$ cat src/hdl/snig_pkg.sv
package snig_pkg;

    localparam int MAX_GRID       = 256;
    localparam int MAX_RADIUS     = 2;
    localparam int MAX_COMPACT_R2 = 5;

    localparam int COORD_W = 8;
    localparam int GRID_W  = 9;
    localparam int PLANE_W = 17;
    localparam int LIN_W   = 24;
    localparam int D2_W    = 4;

    localparam int QUEUE_DEPTH = 2;

    localparam logic [1:0] SHAPE_CUBE    = 2'd0;
    localparam logic [1:0] SHAPE_SPHERE  = 2'd1;
    localparam logic [1:0] SHAPE_COMPACT = 2'd2;

    localparam logic [2:0] REG_SHAPE   = 3'd0;
    localparam logic [2:0] REG_RADIUS  = 3'd1;
    localparam logic [2:0] REG_COMPACT = 3'd2;
    localparam logic [2:0] REG_NX      = 3'd3;
    localparam logic [2:0] REG_NY      = 3'd4;
    localparam logic [2:0] REG_NZ      = 3'd5;

    typedef struct packed {
        logic [1:0]        stencil_shape;
        logic [1:0]        radius;
        logic [3:0]        compact_limit;
        logic [GRID_W-1:0] grid_nx;
        logic [GRID_W-1:0] grid_ny;
        logic [GRID_W-1:0] grid_nz;
    } cfg_t;

    // one host point, ready to walk
    typedef struct packed {
        logic               err;
        logic               keep_all;
        logic [D2_W-1:0]    d2_max;
        logic [COORD_W-1:0] hx;
        logic [COORD_W-1:0] hy;
        logic [COORD_W-1:0] hz;
        logic [COORD_W-1:0] x0;
        logic [COORD_W-1:0] x1;
        logic [COORD_W-1:0] y0;
        logic [COORD_W-1:0] y1;
        logic [COORD_W-1:0] z0;
        logic [COORD_W-1:0] z1;
        logic [GRID_W-1:0]  nz;
        logic [PLANE_W-1:0] nynz;
        logic [LIN_W-1:0]   base;
    } cmd_t;

    typedef struct packed {
        logic [COORD_W-1:0] point_x;
        logic [COORD_W-1:0] point_y;
        logic [COORD_W-1:0] point_z;
        logic [LIN_W-1:0]   linear_index;
        logic               last;
        logic               error;
    } res_t;

    // square of an axis offset in -2..2
    function automatic logic [2:0] sq_offset(input logic [2:0] d);
        logic [2:0] s;
        case (d)
            3'b000: s = 3'd0;
            3'b001: s = 3'd1;
            3'b111: s = 3'd1;
            3'b010: s = 3'd4;
            3'b110: s = 3'd4;
            default: s = 3'd0;
        endcase
        return s;
    endfunction

    function automatic logic [GRID_W-1:0] sat_grid(input logic [GRID_W-1:0] n);
        return (n > GRID_W'(MAX_GRID)) ? GRID_W'(MAX_GRID) : n;
    endfunction

endpackage

$ cat src/hdl/snig_front.sv
module snig_front
(
    input  logic                     clk,
    input  logic                     rst_n,
    input  snig_pkg::cfg_t           cfg,
    input  logic                     in_valid,
    output logic                     in_ready,
    input  logic [7:0]               host_x,
    input  logic [7:0]               host_y,
    input  logic [7:0]               host_z,
    output logic                     push,
    input  logic                     q_full,
    output snig_pkg::cmd_t           cmd
);

    typedef enum logic [3:0] {
        F_IDLE = 4'b0001,
        F_CALC = 4'b0010,
        F_MUL  = 4'b0100,
        F_PUSH = 4'b1000
    } front_state_t;

    front_state_t state_reg, state_next;

    logic [7:0]                    hx_reg, hy_reg, hz_reg;
    snig_pkg::cmd_t                cmd_reg, cmd_next;
    logic [snig_pkg::PLANE_W-1:0]  yz_reg, yz_next;

    logic [snig_pkg::GRID_W-1:0]   nx_s, ny_s, nz_s;
    logic [snig_pkg::GRID_W-1:0]   r_ext;
    logic [snig_pkg::GRID_W-1:0]   hx_hi, hy_hi, hz_hi;
    logic [7:0]                    x0_c, y0_c, z0_c;
    logic                          too_big;
    logic [16:0]                   nynz_full;
    logic [16:0]                   y0nz_full;
    logic [23:0]                   xoff_full;

    assign in_ready = (state_reg == F_IDLE);
    assign push     = (state_reg == F_PUSH);
    assign cmd      = cmd_reg;

    always_comb
    begin
        nx_s  = snig_pkg::sat_grid(cfg.grid_nx);
        ny_s  = snig_pkg::sat_grid(cfg.grid_ny);
        nz_s  = snig_pkg::sat_grid(cfg.grid_nz);
        r_ext = {7'd0, cfg.radius};
        hx_hi = {1'b0, hx_reg} + r_ext;
        hy_hi = {1'b0, hy_reg} + r_ext;
        hz_hi = {1'b0, hz_reg} + r_ext;
        x0_c  = (hx_reg >= {6'd0, cfg.radius}) ? hx_reg - {6'd0, cfg.radius} : 8'd0;
        y0_c  = (hy_reg >= {6'd0, cfg.radius}) ? hy_reg - {6'd0, cfg.radius} : 8'd0;
        z0_c  = (hz_reg >= {6'd0, cfg.radius}) ? hz_reg - {6'd0, cfg.radius} : 8'd0;
        too_big = (cfg.radius == 2'(snig_pkg::MAX_RADIUS)) &&
                  ((cfg.stencil_shape == snig_pkg::SHAPE_CUBE) ||
                   ((cfg.stencil_shape == snig_pkg::SHAPE_COMPACT) &&
                    (cfg.compact_limit > 4'(snig_pkg::MAX_COMPACT_R2))));
        nynz_full = {8'd0, ny_s} * {8'd0, nz_s};
        y0nz_full = {9'd0, y0_c} * {8'd0, nz_s};
        xoff_full = {16'd0, cmd_reg.x0} * {7'd0, cmd_reg.nynz};

        state_next = state_reg;
        cmd_next   = cmd_reg;
        yz_next    = yz_reg;

        case (state_reg)
            F_IDLE:
            begin
                if (in_valid)
                    state_next = F_CALC;
            end
            F_CALC:
            begin
                cmd_next.err = (cfg.stencil_shape > snig_pkg::SHAPE_COMPACT) ||
                               (cfg.radius > 2'(snig_pkg::MAX_RADIUS)) ||
                               ({1'b0, hx_reg} >= nx_s) ||
                               ({1'b0, hy_reg} >= ny_s) ||
                               ({1'b0, hz_reg} >= nz_s) ||
                               too_big;
                cmd_next.keep_all = (cfg.stencil_shape == snig_pkg::SHAPE_CUBE);
                if (cfg.stencil_shape == snig_pkg::SHAPE_SPHERE)
                    cmd_next.d2_max = {1'b0, snig_pkg::sq_offset({1'b0, cfg.radius})};
                else
                    cmd_next.d2_max = cfg.compact_limit;
                cmd_next.hx   = hx_reg;
                cmd_next.hy   = hy_reg;
                cmd_next.hz   = hz_reg;
                cmd_next.x0   = x0_c;
                cmd_next.y0   = y0_c;
                cmd_next.z0   = z0_c;
                cmd_next.x1   = (hx_hi < nx_s) ? hx_hi[7:0] : 8'(nx_s - 9'd1);
                cmd_next.y1   = (hy_hi < ny_s) ? hy_hi[7:0] : 8'(ny_s - 9'd1);
                cmd_next.z1   = (hz_hi < nz_s) ? hz_hi[7:0] : 8'(nz_s - 9'd1);
                cmd_next.nz   = nz_s;
                cmd_next.nynz = nynz_full;
                yz_next       = y0nz_full + {9'd0, z0_c};
                state_next    = F_MUL;
            end
            F_MUL:
            begin
                cmd_next.base = xoff_full + {7'd0, yz_reg};
                state_next    = F_PUSH;
            end
            F_PUSH:
            begin
                if (!q_full)
                    state_next = F_IDLE;
            end
            default:
            begin
                state_next = F_IDLE;
            end
        endcase
    end

    always_ff @(posedge clk or negedge rst_n)
    begin
        if (!rst_n)
            state_reg <= F_IDLE;
        else
            state_reg <= state_next;
    end

    always_ff @(posedge clk)
    begin
        if (in_valid && in_ready)
        begin
            hx_reg <= host_x;
            hy_reg <= host_y;
            hz_reg <= host_z;
        end
        cmd_reg <= cmd_next;
        yz_reg  <= yz_next;
    end

endmodule

$ cat src/hdl/snig_queue.sv
module snig_queue
(
    input  logic           clk,
    input  logic           rst_n,
    input  logic           push,
    input  snig_pkg::cmd_t push_cmd,
    output logic           full,
    input  logic           pop,
    output logic           empty,
    output snig_pkg::cmd_t head
);

    localparam int PTR_W = $clog2(snig_pkg::QUEUE_DEPTH);

    snig_pkg::cmd_t     mem [snig_pkg::QUEUE_DEPTH];
    logic [PTR_W-1:0]   wr_ptr_reg, rd_ptr_reg;
    logic [PTR_W:0]     count_reg, count_next;
    logic               do_push, do_pop;

    assign full    = (count_reg == (PTR_W+1)'(snig_pkg::QUEUE_DEPTH));
    assign empty   = (count_reg == '0);
    assign head    = mem[rd_ptr_reg];
    assign do_push = push && !full;
    assign do_pop  = pop && !empty;

    always_comb
    begin
        count_next = count_reg;
        if (do_push && !do_pop)
            count_next = count_reg + 1'b1;
        else if (do_pop && !do_push)
            count_next = count_reg - 1'b1;
    end

    always_ff @(posedge clk or negedge rst_n)
    begin
        if (!rst_n)
        begin
            wr_ptr_reg <= '0;
            rd_ptr_reg <= '0;
            count_reg  <= '0;
        end
        else
        begin
            if (do_push)
                wr_ptr_reg <= wr_ptr_reg + 1'b1;
            if (do_pop)
                rd_ptr_reg <= rd_ptr_reg + 1'b1;
            count_reg <= count_next;
        end
    end

    always_ff @(posedge clk)
    begin
        if (do_push)
            mem[wr_ptr_reg] <= push_cmd;
    end

endmodule

$ cat src/hdl/snig_back.sv
module snig_back
(
    input  logic           clk,
    input  logic           rst_n,
    input  logic           q_empty,
    input  snig_pkg::cmd_t q_head,
    output logic           pop,
    output logic           out_valid,
    input  logic           out_ready,
    output snig_pkg::res_t out_res
);

    typedef enum logic [2:0] {
        B_IDLE  = 3'b001,
        B_WALK  = 3'b010,
        B_FLUSH = 3'b100
    } back_state_t;

    back_state_t state_reg, state_next;

    snig_pkg::cmd_t  cmd_reg, cmd_next;
    logic [7:0]      x_reg, x_next, y_reg, y_next, z_reg, z_next;
    logic [snig_pkg::LIN_W-1:0] lin_reg, lin_next, row_reg, row_next, plane_reg, plane_next;
    snig_pkg::res_t  hold_reg, hold_next, out_reg, out_next;
    logic            hold_valid_reg, hold_valid_next, out_valid_reg, out_valid_next;

    logic [8:0]      dx_w, dy_w, dz_w;
    logic [3:0]      d2;
    logic            kept, out_free, step_ok;
    logic [snig_pkg::LIN_W-1:0] row_step, plane_step;
    snig_pkg::res_t  cand;

    assign out_valid = out_valid_reg;
    assign out_res   = out_reg;
    assign out_free  = !out_valid_reg || out_ready;

    always_comb
    begin
        dx_w = {1'b0, cmd_reg.hx} - {1'b0, x_reg};
        dy_w = {1'b0, cmd_reg.hy} - {1'b0, y_reg};
        dz_w = {1'b0, cmd_reg.hz} - {1'b0, z_reg};
        d2   = {1'b0, snig_pkg::sq_offset(dx_w[2:0])} +
               {1'b0, snig_pkg::sq_offset(dy_w[2:0])} +
               {1'b0, snig_pkg::sq_offset(dz_w[2:0])};
        kept    = cmd_reg.keep_all || (d2 <= cmd_reg.d2_max);
        step_ok = !(kept && hold_valid_reg && !out_free);
        row_step   = row_reg + {15'd0, cmd_reg.nz};
        plane_step = plane_reg + {7'd0, cmd_reg.nynz};

        cand.point_x      = x_reg;
        cand.point_y      = y_reg;
        cand.point_z      = z_reg;
        cand.linear_index = lin_reg;
        cand.last         = 1'b0;
        cand.error        = 1'b0;

        state_next      = state_reg;
        cmd_next        = cmd_reg;
        x_next          = x_reg;
        y_next          = y_reg;
        z_next          = z_reg;
        lin_next        = lin_reg;
        row_next        = row_reg;
        plane_next      = plane_reg;
        hold_next       = hold_reg;
        hold_valid_next = hold_valid_reg;
        out_next        = out_reg;
        out_valid_next  = out_valid_reg && !out_ready;
        pop             = 1'b0;

        case (state_reg)
            B_IDLE:
            begin
                if (!q_empty)
                begin
                    if (q_head.err)
                    begin
                        if (out_free)
                        begin
                            out_next       = '0;
                            out_next.last  = 1'b1;
                            out_next.error = 1'b1;
                            out_valid_next = 1'b1;
                            pop            = 1'b1;
                        end
                    end
                    else
                    begin
                        cmd_next   = q_head;
                        x_next     = q_head.x0;
                        y_next     = q_head.y0;
                        z_next     = q_head.z0;
                        lin_next   = q_head.base;
                        row_next   = q_head.base;
                        plane_next = q_head.base;
                        pop        = 1'b1;
                        state_next = B_WALK;
                    end
                end
            end
            B_WALK:
            begin
                if (step_ok)
                begin
                    if (kept)
                    begin
                        hold_next       = cand;
                        hold_valid_next = 1'b1;
                        if (hold_valid_reg)
                        begin
                            out_next       = hold_reg;
                            out_valid_next = 1'b1;
                        end
                    end
                    if (z_reg != cmd_reg.z1)
                    begin
                        z_next   = z_reg + 8'd1;
                        lin_next = lin_reg + 24'd1;
                    end
                    else if (y_reg != cmd_reg.y1)
                    begin
                        y_next   = y_reg + 8'd1;
                        z_next   = cmd_reg.z0;
                        row_next = row_step;
                        lin_next = row_step;
                    end
                    else if (x_reg != cmd_reg.x1)
                    begin
                        x_next     = x_reg + 8'd1;
                        y_next     = cmd_reg.y0;
                        z_next     = cmd_reg.z0;
                        plane_next = plane_step;
                        row_next   = plane_step;
                        lin_next   = plane_step;
                    end
                    else
                    begin
                        state_next = B_FLUSH;
                    end
                end
            end
            B_FLUSH:
            begin
                if (out_free)
                begin
                    out_next        = hold_reg;
                    out_next.last   = 1'b1;
                    out_valid_next  = 1'b1;
                    hold_valid_next = 1'b0;
                    state_next      = B_IDLE;
                end
            end
            default:
            begin
                state_next = B_IDLE;
            end
        endcase
    end

    always_ff @(posedge clk or negedge rst_n)
    begin
        if (!rst_n)
        begin
            state_reg      <= B_IDLE;
            hold_valid_reg <= 1'b0;
            out_valid_reg  <= 1'b0;
        end
        else
        begin
            state_reg      <= state_next;
            hold_valid_reg <= hold_valid_next;
            out_valid_reg  <= out_valid_next;
        end
    end

    always_ff @(posedge clk)
    begin
        cmd_reg   <= cmd_next;
        x_reg     <= x_next;
        y_reg     <= y_next;
        z_reg     <= z_next;
        lin_reg   <= lin_next;
        row_reg   <= row_next;
        plane_reg <= plane_next;
        hold_reg  <= hold_next;
        out_reg   <= out_next;
    end

endmodule

$ cat src/hdl/stencil_neighbor_index_generator_top.sv
// Stencil neighbor index generator. Each host point (x, y, z) accepted on the
// slave stream yields every grid point of the box of the configured radius around
// it, clipped to the grid and filtered by the stencil shape, walked with x
// outermost and z innermost; tlast marks the final point of a host, and a host
// that cannot be served (unknown shape, radius above 2, host outside the grid, or
// a stencil of more than 64 points such as a radius-2 cube) gives a single
// transaction with tuser set, tlast set and zero data. The front end takes each
// host point through accept, bounds and grid products, base index product and
// hand-off into a 2-entry queue before it accepts the next; the back end loads a
// host, visits one box candidate per cycle while no output stall holds the walk,
// and then closes the run. The slower of the two ends sets the sustained rate: the
// back end's candidate walk for most boxes, the front end's steps for errors and
// boxes of at most 2 clipped points. Output stalls hold the walk whenever a kept
// point cannot move on. Configuration writes take effect the next cycle and must
// only be issued while no host point is in flight.
module stencil_neighbor_index_generator_top
(
    input  logic        clk,
    input  logic        rst_n,
    input  logic        s_axis_tvalid,
    output logic        s_axis_tready,
    input  logic [23:0] s_axis_tdata,   // host_x, host_y, host_z
    output logic        m_axis_tvalid,
    input  logic        m_axis_tready,
    output logic [47:0] m_axis_tdata,   // point_x, point_y, point_z, linear_index
    output logic        m_axis_tlast,
    output logic        m_axis_tuser,   // error
    input  logic        cfg_we,
    input  logic [2:0]  cfg_addr,
    input  logic [8:0]  cfg_wdata
);

    snig_pkg::cfg_t cfg_reg;
    snig_pkg::cmd_t front_cmd, q_head;
    snig_pkg::res_t res;
    logic           push, q_full, q_empty, pop;

    always_ff @(posedge clk or negedge rst_n)
    begin
        if (!rst_n)
        begin
            cfg_reg.stencil_shape <= snig_pkg::SHAPE_CUBE;
            cfg_reg.radius        <= 2'd1;
            cfg_reg.compact_limit <= 4'(snig_pkg::MAX_COMPACT_R2);
            cfg_reg.grid_nx       <= 9'(snig_pkg::MAX_GRID);
            cfg_reg.grid_ny       <= 9'(snig_pkg::MAX_GRID);
            cfg_reg.grid_nz       <= 9'(snig_pkg::MAX_GRID);
        end
        else if (cfg_we)
        begin
            case (cfg_addr)
                snig_pkg::REG_SHAPE:   cfg_reg.stencil_shape <= cfg_wdata[1:0];
                snig_pkg::REG_RADIUS:  cfg_reg.radius        <= cfg_wdata[1:0];
                snig_pkg::REG_COMPACT: cfg_reg.compact_limit <= cfg_wdata[3:0];
                snig_pkg::REG_NX:      cfg_reg.grid_nx       <= cfg_wdata;
                snig_pkg::REG_NY:      cfg_reg.grid_ny       <= cfg_wdata;
                snig_pkg::REG_NZ:      cfg_reg.grid_nz       <= cfg_wdata;
                default:               ;
            endcase
        end
    end

    snig_front u_front
    (
        .clk      (clk),
        .rst_n    (rst_n),
        .cfg      (cfg_reg),
        .in_valid (s_axis_tvalid),
        .in_ready (s_axis_tready),
        .host_x   (s_axis_tdata[7:0]),
        .host_y   (s_axis_tdata[15:8]),
        .host_z   (s_axis_tdata[23:16]),
        .push     (push),
        .q_full   (q_full),
        .cmd      (front_cmd)
    );

    snig_queue u_queue
    (
        .clk      (clk),
        .rst_n    (rst_n),
        .push     (push),
        .push_cmd (front_cmd),
        .full     (q_full),
        .pop      (pop),
        .empty    (q_empty),
        .head     (q_head)
    );

    snig_back u_back
    (
        .clk       (clk),
        .rst_n     (rst_n),
        .q_empty   (q_empty),
        .q_head    (q_head),
        .pop       (pop),
        .out_valid (m_axis_tvalid),
        .out_ready (m_axis_tready),
        .out_res   (res)
    );

    assign m_axis_tdata = {res.linear_index, res.point_z, res.point_y, res.point_x};
    assign m_axis_tlast = res.last;
    assign m_axis_tuser = res.error;

endmodule
$ cat config.mk
export PLATFORM = sky130hd
export DESIGN_NAME = stencil_neighbor_index_generator_top
export DESIGN_NICKNAME = d
export VERILOG_FILES = /design/src/hdl/snig_pkg.sv /design/src/hdl/snig_front.sv /design/src/hdl/snig_queue.sv /design/src/hdl/snig_back.sv /design/src/hdl/stencil_neighbor_index_generator_top.sv
export SDC_FILE = /design/constraint.sdc
export NUM_CORES = 2
export LEC_CHECK = 0
export BUFFER_PORTS_ARGS = -buffer_cell sky130_fd_sc_hd__clkbuf_2
export CAP_MARGIN = 40
export CORE_ASPECT_RATIO = 1.4
export CORE_MARGIN = 2
export CORE_UTILIZATION = 50
export CTS_CLUSTER_SIZE = 40
export DETAILED_ROUTE_END_ITERATION = 7
export GPL_ROUTABILITY_DRIVEN = 0
export PLACE_DENSITY = 0.71
export SLEW_MARGIN = 15
export SYNTH_ARGS = -nofsm -noshare
export SYNTH_HDL_FRONTEND = slang
export SYNTH_SLANG_ARGS = --single-unit
$ cat constraint.sdc
create_clock -name clk -period 17.3 [get_ports clk]
set_input_delay 2.595 -clock clk [delete_from_list [all_inputs] [get_ports clk]]
set_output_delay 2.595 -clock clk [all_outputs]
set_load 0.01 [all_outputs]
==> qor.txt <==
Crit path DAT - 7.54 ns
Syn. warnings - 0
Chip Width - 243 um
Vias - 24000
Number of enable flip-flop cells after synthesis - 654
ANT nets after route - 0
Synth-to-Final Area Change - 10.3%
Final nets - 3796
RSZ-0062 raised after global routing - no
Worst-path clk slew - 0.07 ns
Final design utilization - 55.7%
Actual transition at the worst max-transition pin - 0.854 ns
Period minus WS final - 7.15 ns
Asr flop ratio synth - 6.84%
Post-DP Area - 41800 um^2
Die Y - 339 um
Pre-CTS WS - 10.14 ns
Core area - 79200 um^2
Pwr Total - 9.14 mW
Vias per cell - 5.42
Vias in the first global route - 25000
DR WL/cell - 19.2 um
R2R setup slack - 10.15 ns
Hold WC Path Type - reg -> reg
FP Rows - 122
Max FFs per register - 226
Total Routed Length - 85.1 mm
First-pass GRT wire length - 135 mm
Kind of critical path - reg -> reg
Cell Area, Synth - 40000 um^2
Finished Cell Area - 44100 um^2
H-tree Lvls - 3
Pwr dens - 207 nW/um^2
Status - finished clean
CTS Buf Count - 71
Die area - 82300 um^2
Hold-fix buffers, CTS - 0
Initial core utilization - 50.5%
Detail Placement HPWL - 63.3 mm
Slew headroom - 42.5%
Sequential area share after synthesis - 52.1%
Top_reg_cell synth - edfxtp_1
CTS root buffer - clkbuf_16
Bufs on Longest Clock Path - 3
Detailed Routing Iterations Pass 1 - 7
Max Slew Vio Count - 0
Syn Inst Count - 3213
Final setup margin - 10.15 ns
Final setup viols - 0
Synth cell types - 81
Max Cap Violations - 0
Startpoint types - flip-flop
Clk sink count - 702
Synth Register Bits - 702
CTS tree - done
Number of antenna violations at the first check in global routing - 1
IO Port Bufs - 92
DRT iter0 DRCs - 1546
Worst Path Required - 17.69 ns
Largest net degree at the start of global routing - 67
IR drop worst, VDD - 0.000161 V
Layout cells sized above 1 - 12.9%
Final Skew - 0.0213 ns
Synthesized area per cell - 12.5 um^2
Fin Setup TNS - 0 ns
Final period util - 41.3%
Fmax - 140 MHz
Worst Setup End Kind - flip-flop
Worst-Skew Late Latency - 0.63 ns
Mapped Nets - 3690
Grt ovf - 0
Setup Buffers After CTS - 0
Drt drc - 0
GR Util All Layers - 21.0%
Post-CTS sizing - 0
Io pins - 93
Leak - 17.7 nW
CP max FO - 10
Final hold vios - 0
==> cell usage in the layout, fill, tap and decap left out, types with 8 or more instances in the layout <==
master	instances
edfxtp_1	654
inv_1	330
nand2_1	305
fa_1	218
ha_1	218
nor2_1	207
mux2_2	150
a21oi_1	116
xnor2_1	114
and2_1	109
xor2_1	94
clkbuf_2	92
o21ai_0	86
clkbuf_16	72
nand3_1	50
dfrtp_1	39
a21o_1	37
nor3_1	36
nor2b_1	35
buf_4	31
mux2i_1	28
and3_1	27
nand2b_1	21
a211oi_1	20
clkinv_1	15
o21a_1	15
clkbuf_1	15
o21bai_1	14
nand4_1	14
o211ai_1	11
or2_2	11
a31oi_1	11
o221ai_1	9
and4_1	8
dfstp_2	8
clkinvlp_4	8
clkinv_2	8
==> cell type report <==
type,count,area (um^2)
diodes,1,2.50
clock buffers,87,1860
clock inverters,41,412
fillers,6481,35100
inverters,337,1260
multi-input cells,2080,17600
flip-flops and latches,702,20900
well taps,1054,1320
repair buffers,127,803
==> kinds of logic after synthesis <==
| logic type | count (synthesis) | share of synthesized area, % |
|---|---|---|
| muxes | 179 | 4.95 |
| buffers and inverters | 431 | 4.06 |
| AOI/OAI and AO/OA | 394 | 6.41 |
| and+or+nand+nor | 863 | 10.2 |
| adders and majority gates | 436 | 17.7 |
| DFF | 702 | 52.1 |
| xor gates and xnor gates | 208 | 4.55 |
==> worst paths after layout <==
path,start,end,depth (start not counted)
worst max-delay path,cfg_reg[32]$_DFFE_PN0P_,u_front.yz_reg[16]$_DFFE_PN_,24
worst min-delay path,u_front.cmd[123]$_SDFFCE_PN0N_,u_queue.mem[1][123]$_DFFE_PP_,0
worst max register to register,cfg_reg[32]$_DFFE_PN0P_,u_front.yz_reg[16]$_DFFE_PN_,24
worst min register to register,u_front.cmd[123]$_SDFFCE_PN0N_,u_queue.mem[1][123]$_DFFE_PP_,0
max in group asynchronous,rst_n,u_queue.rd_ptr_reg$_DFFE_PN0P_,2
min in group asynchronous,rst_n,cfg_reg[22]$_DFFE_PN0P_,2
==> through the flow <==
stage / hold slack [ns] / std cells
4_1_cts: 0.443 / 4428
3_3_place_gp: 0.422 / 4296
6_report: 0.441 / 4429
3_5_place_dp: 0.430 / 4300
2_1_floorplan: 0.421 / 3213
5_1_grt: 0.453 / 4428
==> power by group <==
part / internal, mW / total [mW] / leakage (nW) / switching, mW
sequential: 2.58 / 2.90 / 6.57 / 0.313
combinational: 2.02 / 4.74 / 10.1 / 2.72
clock: 0.850 / 1.50 / 1.08 / 0.652
total: 5.45 / 9.14 / 17.7 / 3.69
==> per-layer routing <==
| metal | track usage, % | up-vias | wire length (um) |
|---|---|---|---|
| met5 | 0 | - | 0 |
| met4 | 11.3 | 0 | 4380 |
| met3 | 2.45 | 206 | 3400 |
| met2 | 37.7 | 643 | 44400 |
| met1 | 24.4 | 11800 | 32900 |
| li1 | - | 11300 | - |
==> Yosys cell counts, drive strengths merged (12+ instances only) <==
cell type | n | share of area [%]
o21bai | 14 | 0.26
nand3 | 51 | 0.65
edfxtp | 654 | 49
a21o | 37 | 0.69
and3 | 28 | 0.44
nor3 | 36 | 0.45
o211ai | 12 | 0.24
o21a | 15 | 0.28
fa | 218 | 11
dfrtp | 40 | 2.5
o21ai | 90 | 1.1
nand4 | 14 | 0.22
clkbuf | 80 | 0.75
a211oi | 21 | 0.41
nand2b | 21 | 0.33
xnor2 | 114 | 2.5
mux2i | 28 | 0.70
buf | 14 | 0.15
inv | 332 | 3.1
nor2 | 210 | 2.0
a21oi | 120 | 1.5
xor2 | 94 | 2.1
and2 | 111 | 1.7
nor2b | 37 | 0.58
nand2 | 306 | 2.9
ha | 218 | 6.8
mux2 | 151 | 4.3
==> worst max-delay path, cell delays in order, from the launching register on <==
cell and delay (ns):
dfrtp_1 0.74, inv_1 0.40, ha_1 0.43, a211oi_1 0.37, nand2_1 0.14, nor3_1 0.20
xor2_1 0.16, nand2_1 0.20, inv_1 0.16, nand2_1 0.09, fa_1 0.54, fa_1 0.55
inv_1 0.05, fa_1 0.53, inv_1 0.05, fa_1 0.52, inv_1 0.04, ha_1 0.34
nor3_1 0.15, nor2_1 0.09, nand4_1 0.09, nand2_1 0.07, or4_1 0.46, a2111o_1 0.40
o211a_1 0.13
No activity file was read; power rests on OpenSTA's default activity.
